File: config.mk
export PLATFORM = sky130hd
export DESIGN_NAME = bds3_ram
export DESIGN_NICKNAME = d
export VERILOG_FILES = /design/src/sv/binomial_downsample_by_three_macros.svh /design/src/sv/bds3_ram.sv
export SDC_FILE = /design/constraint.sdc
export NUM_CORES = 1
export LEC_CHECK = 0
export BUFFER_PORTS_ARGS = -buffer_cell sky130_fd_sc_hd__buf_2
export CAP_MARGIN = 20
export CORE_MARGIN = 10
export CORE_UTILIZATION = 62
export DETAILED_ROUTE_END_ITERATION = 10
export MAX_ROUTING_LAYER = met4
export PLACE_DENSITY = 0.81
export SYNTH_ARGS = -nofsm -noshare
export SYNTH_HDL_FRONTEND = slang
export SYNTH_SLANG_ARGS = --single-unit
File: constraint.sdc
create_clock -name i_clk -period 2.92 [get_ports i_clk]
set_input_delay 0.584 -clock i_clk [delete_from_list [all_inputs] [get_ports i_clk]]
set_output_delay 0.584 -clock i_clk [all_outputs]
set_load 0.01 [all_outputs]
File: src/sv/binomial_downsample_by_three_macros.svh
// Assertion helpers for the binomial downsample block.
`ifndef BINOMIAL_DOWNSAMPLE_BY_THREE_MACROS_SVH
`define BINOMIAL_DOWNSAMPLE_BY_THREE_MACROS_SVH

`ifndef SYNTHESIS
// same-cycle implication on the block clock
`define BDS3_ASSERT_IMP(lbl, ante, cons) \
    lbl: assert property (@(posedge i_clk) disable iff (!i_rst_n) (ante) |-> (cons)) \
        else $error("bds3 check failed");
// next-cycle implication on the block clock
`define BDS3_ASSERT_NXT(lbl, ante, cons) \
    lbl: assert property (@(posedge i_clk) disable iff (!i_rst_n) (ante) |=> (cons)) \
        else $error("bds3 check failed");
`else
`define BDS3_ASSERT_IMP(lbl, ante, cons)
`define BDS3_ASSERT_NXT(lbl, ante, cons)
`endif

`endif

File: src/sv/bds3_ram.sv
module bds3_ram #(
    parameter int  WIDTH = 8,
    parameter int  DEPTH = 16,
    localparam int AW    = (DEPTH > 1) ? $clog2(DEPTH) : 1
) (
    input  logic             i_clk,
    input  logic             i_we,
    input  logic [AW-1:0]    i_waddr,
    input  logic [WIDTH-1:0] i_wdata,
    input  logic [AW-1:0]    i_raddr,
    output logic [WIDTH-1:0] o_rdata
);

    logic [WIDTH-1:0] r_mem [DEPTH];
    logic [WIDTH-1:0] r_rdata;

    always_ff @(posedge i_clk) begin
        if (i_we) begin
            r_mem[i_waddr] <= i_wdata;
        end
        r_rdata <= r_mem[i_raddr];
    end

    assign o_rdata = r_rdata;

endmodule
---- Word level (Yosys, flattened, before mapping) ----
Memories as Yosys holds them, arrays and structs flattened. A register that Yosys moved wholly into a read port is not among the register bits.
Index checks and enable logic that the tools add are counted.
storage, ports and cells
  flip-flop bits (word level) ............. 0
  bits in latches ......................... 0
  bits in writable memories ............... 128
  ROM bits ................................ 0
  input port bits ......................... 18
  output and inout port bits .............. 8
  memories ................................ 1
memory list
  name   words  width  read ports  clocked after Yosys merged registers in  wr ports  line            RTL
  r_mem  16     8      1           1                                        1         bds3_ram.sv:14  logic [WIDTH-1:0] r_mem [DEPTH];
cells by class
  add/subtract/negate cells ............... 0
  $mul .................................... 0
  divide/modulo/power cells ............... 0
  magnitude comparators ................... 0
  equality and inequality tests ........... 0
  shift operators ......................... 0
  mux-type cells .......................... 2
  bitwise operators ....................... 0
  reductions and logical operators ........ 0
operators with widths
  cell               number
  two-way mux 1 bit  2

---- Logic depth before layout (Yosys ltp) ----
  depth in word-level cells ............... 2
  gate-level depth with buffers ........... 5

---- Least setup slack after synthesis ----
No wires, ideal clock.
  kind .................................... input-to-reg
  start point ............................. in i_waddr[2]
  end point ............................... mem r_mem[0][0], enable pin
  setup time .............................. 0.383 ns
  arrival time ............................ 1.694 ns
  data required time ...................... 2.537 ns
  setup slack ............................. 0.843 ns
  stages .................................. 2
  cells stage by stage .................... or3b_2 nor3_1
RTL lines
  item             line            RTL
  start, declared  bds3_ram.sv:8   input logic [AW-1:0] i_waddr,
  end, declared    bds3_ram.sv:14
Straight into the memory's write port.

---- Final worst setup path ----
  start point ............................. in i_waddr[2]
  end point ............................... mem r_mem[2][1], enable pin
Straight into the memory's write port.

==> key figures <==
Run status
  – Status: complete, no violations

Global route
  – Largest net degree at the start of global routing: 25
  – First-pass GRT wire length: 15770 microns
  – Number of global-route vias before repair: 2612
  – Initial antenna violation count: 0
  – GRT Total Usage: 17.54%
  – Grt ovf: 0

Timing
  – Pins over their slew limit: 0
  – Worst-margin pin slew: just over 0.9 ns
  – Fmax: 560.6 MHz
  – # setup viols final: 0
  – RSZ-0062 raised after global routing: no
  – Hold Violations, Final: 0
  – Final worst-path cycle share: just over 60%
  – Total negative setup slack: 0 ns
  – Setup Skew: 0.007642 ns
  – Final worst slack: 1.136 ns
  – Slew margin rel.: between 30% and 40%
  – Min Tclk post-route: 1.784 ns

Setup path
  – FF-to-FF setup slack: 1.46 ns
  – WP data required: 3.05 ns
  – Critical Path, Cell by Cell: buf_2 -> or3b_2 -> nor2_1
  – Max stage delay cell, worst path: nor2_1
  – WS Path Type: input pin to register
  – Crit-path max FO: 8
  – Worst Path Buf+Inv: 1
  – Family with the most delay on the worst path: simple AND/OR/NAND/NOR gates
  – Crit. End Element: register
  – Setup crit start kind: input pin
  – CP peak stage delay: ~0.70 ns
  – Arrival time at the worst endpoint: 1.91 ns

Clocking
  – Clk slew on worst S/H paths: about 0.06 ns
  – Root buf cell: clkbuf_8
  – CTS tree: yes
  – Clock sinks: 136
  – Post-CTS Hold Fix Bufs: 0
  – H-tree depth: 4
  – Clk buf depth: 2
  – Setup Buffers After CTS: 0
  – Cts repair resizes: 0
  – CTS Buf Count: 17
  – Clock Latency Late Sink: 0.50 ns

Detailed routing
  – Residual DRC: 0
  – DR iter-0 viols: about 190
  – DR WL/cell: 25.78 microns
  – Vias per cell: 6.405
  – DRT antenna net count: 0
  – Post-Route WL: 10180 microns
  – DRT Pass-1 Iters: 4
  – Vias: 2530

Yosys
  – Synth Warn #: 0
  – Seq/Total Area, Yosys: between 70% and 80%
  – Mapped Cells: 229
  – Distinct cells, synth: 19
  – Syn Std Cell Area: 5147 sq um
  – Mean area per synthesized cell: 22.48 sq um
  – Syn Nets: 247
  – Flops & latches, synth: 136

Floorplanning
  – Core Footprint: between 8000 and 9000 sq um
  – Die width: approximately 110 microns
  – IO Pins: 26
  – Starting Density: a little over three fifths
  – Die height: 111.1 microns
  – Row cnt: 33
  – Die area: 12350 sq um

Place
  – Worst slack, placed: 0.6749 ns
  – GPL Wtd Cong: 0.8283
  – Dpl hpwl: 6306 microns
  – Port Buf Inserts: 25

Finish
  – Inserted Diodes: 0
  – Area added between synthesis and finish: 17.11%
  – Commonest non-fill, non-tap cell in the layout: edfxtp_1
  – Most frequent cells in the layout: edfxtp_1 (128), buf_2 (25), mux4_2 (18), a22oi_1 (16), clkbuf_16 (16)
  – Layout Nets: roughly 300
  – Share of layout cells above drive strength 1: 28.97%

Run
  – Maxcap violations: 0

Pwr
  – Total power: 4.528 mW
  – PD cells: about 750 nW/um^2
  – Leakage power: around 2.1 nW
  – Peak supply drop: between 400 and 500 uV

Hold path
  – Worst Hold Class: input pin to register
## routing by layer
layer  vias up  part of all wire, %  track usage [%]  routed length [microns]
met3        14                  7.3            4.600                      742
li1       1070                    -                -                        -
met4         0                  1.7            7.112                      169
met2       132                   50            25.83                     5099
met1      1314                   41            22.90                     4172
met5         -                    0                -                        0
## path summary, 6_finish.rpt
kind / startpoint / to / cells past startpoint
setup / recovery: i_waddr[2] / r_mem[2][1] / 3
hold / removal: i_wdata[1] / r_mem[5][1] / 1
setup reg to reg: r_mem[9][2] / o_rdata[2] / 3
hold reg to reg: r_mem[15][4] / o_rdata[4] / 3
## Yosys cell counts
library cell	number	share of area [%]
nor2b_1	1	0.12
or3b_2	1	0.17
nand2b_1	2	0.24
nor2_1	13	0.95
a22oi_1	16	2.3
and2b_1	1	0.15
buf_6	3	0.66
clkdlybuf4s25_2	3	0.58
mux4_2	18	7.9
buf_4	1	0.15
dfxtp_1	8	3.1
edfxtp_1	128	75
nand3_1	1	0.097
and2_1	1	0.12
nor3_1	4	0.39
buf_2	3	0.29
nand2_1	9	0.66
mux4_1	14	7.1
nand3b_1	2	0.29
## area by class of cell
cell class	count	area, sq um
Sequential cell	136	4004
Fill cell	422	2106
Multi-Input combinational cell	83	1057
Clock buffer	22	442.9
Timing Repair Buffer	39	242.7
Clock inverter	10	150.1
Tap cell	105	131.4
## through the flow
stage | utilization, % | cell area [sq um] | hold WS, ns | std cells
4_1_cts | 74.11 | 6028 | 0.4486 | 395
6_report | 74.11 | 6028 | 0.4646 | 395
3_5_place_dp | 66.82 | 5435 | 0.6690 | 363
5_1_grt | 74.11 | 6028 | 0.4568 | 395
3_3_place_gp | 66.82 | 5435 | 0.6553 | 363
2_1_floorplan | - | 5147 | 0.6293 | 229
## flip-flops by register name, summed over array words and instances, names as in the netlist
signal / flops
r_mem: 128
o_rdata: 8
## cells by family (layout without fill, tap and decap cells)
| logic type | Yosys count | count (layout) | share of synthesized area [%] |
|---|---|---|---|
| DFF | 136 | 136 | 77.78 |
| muxes | 32 | 32 | 15.02 |
| buffers and inverters | 10 | 71 | 1.677 |
| AOI/OAI and AO/OA | 16 | 16 | 2.334 |
| and+or+nand+nor | 35 | 35 | 3.184 |
## power breakdown
group          internal [mW]  total [mW]  switching (mW)
Sequential              2.18        2.20          0.0155
Clock                   1.40        2.13           0.727
Combinational         0.0844       0.203           0.119
Note: power is estimated with default switching activity, not from simulation.
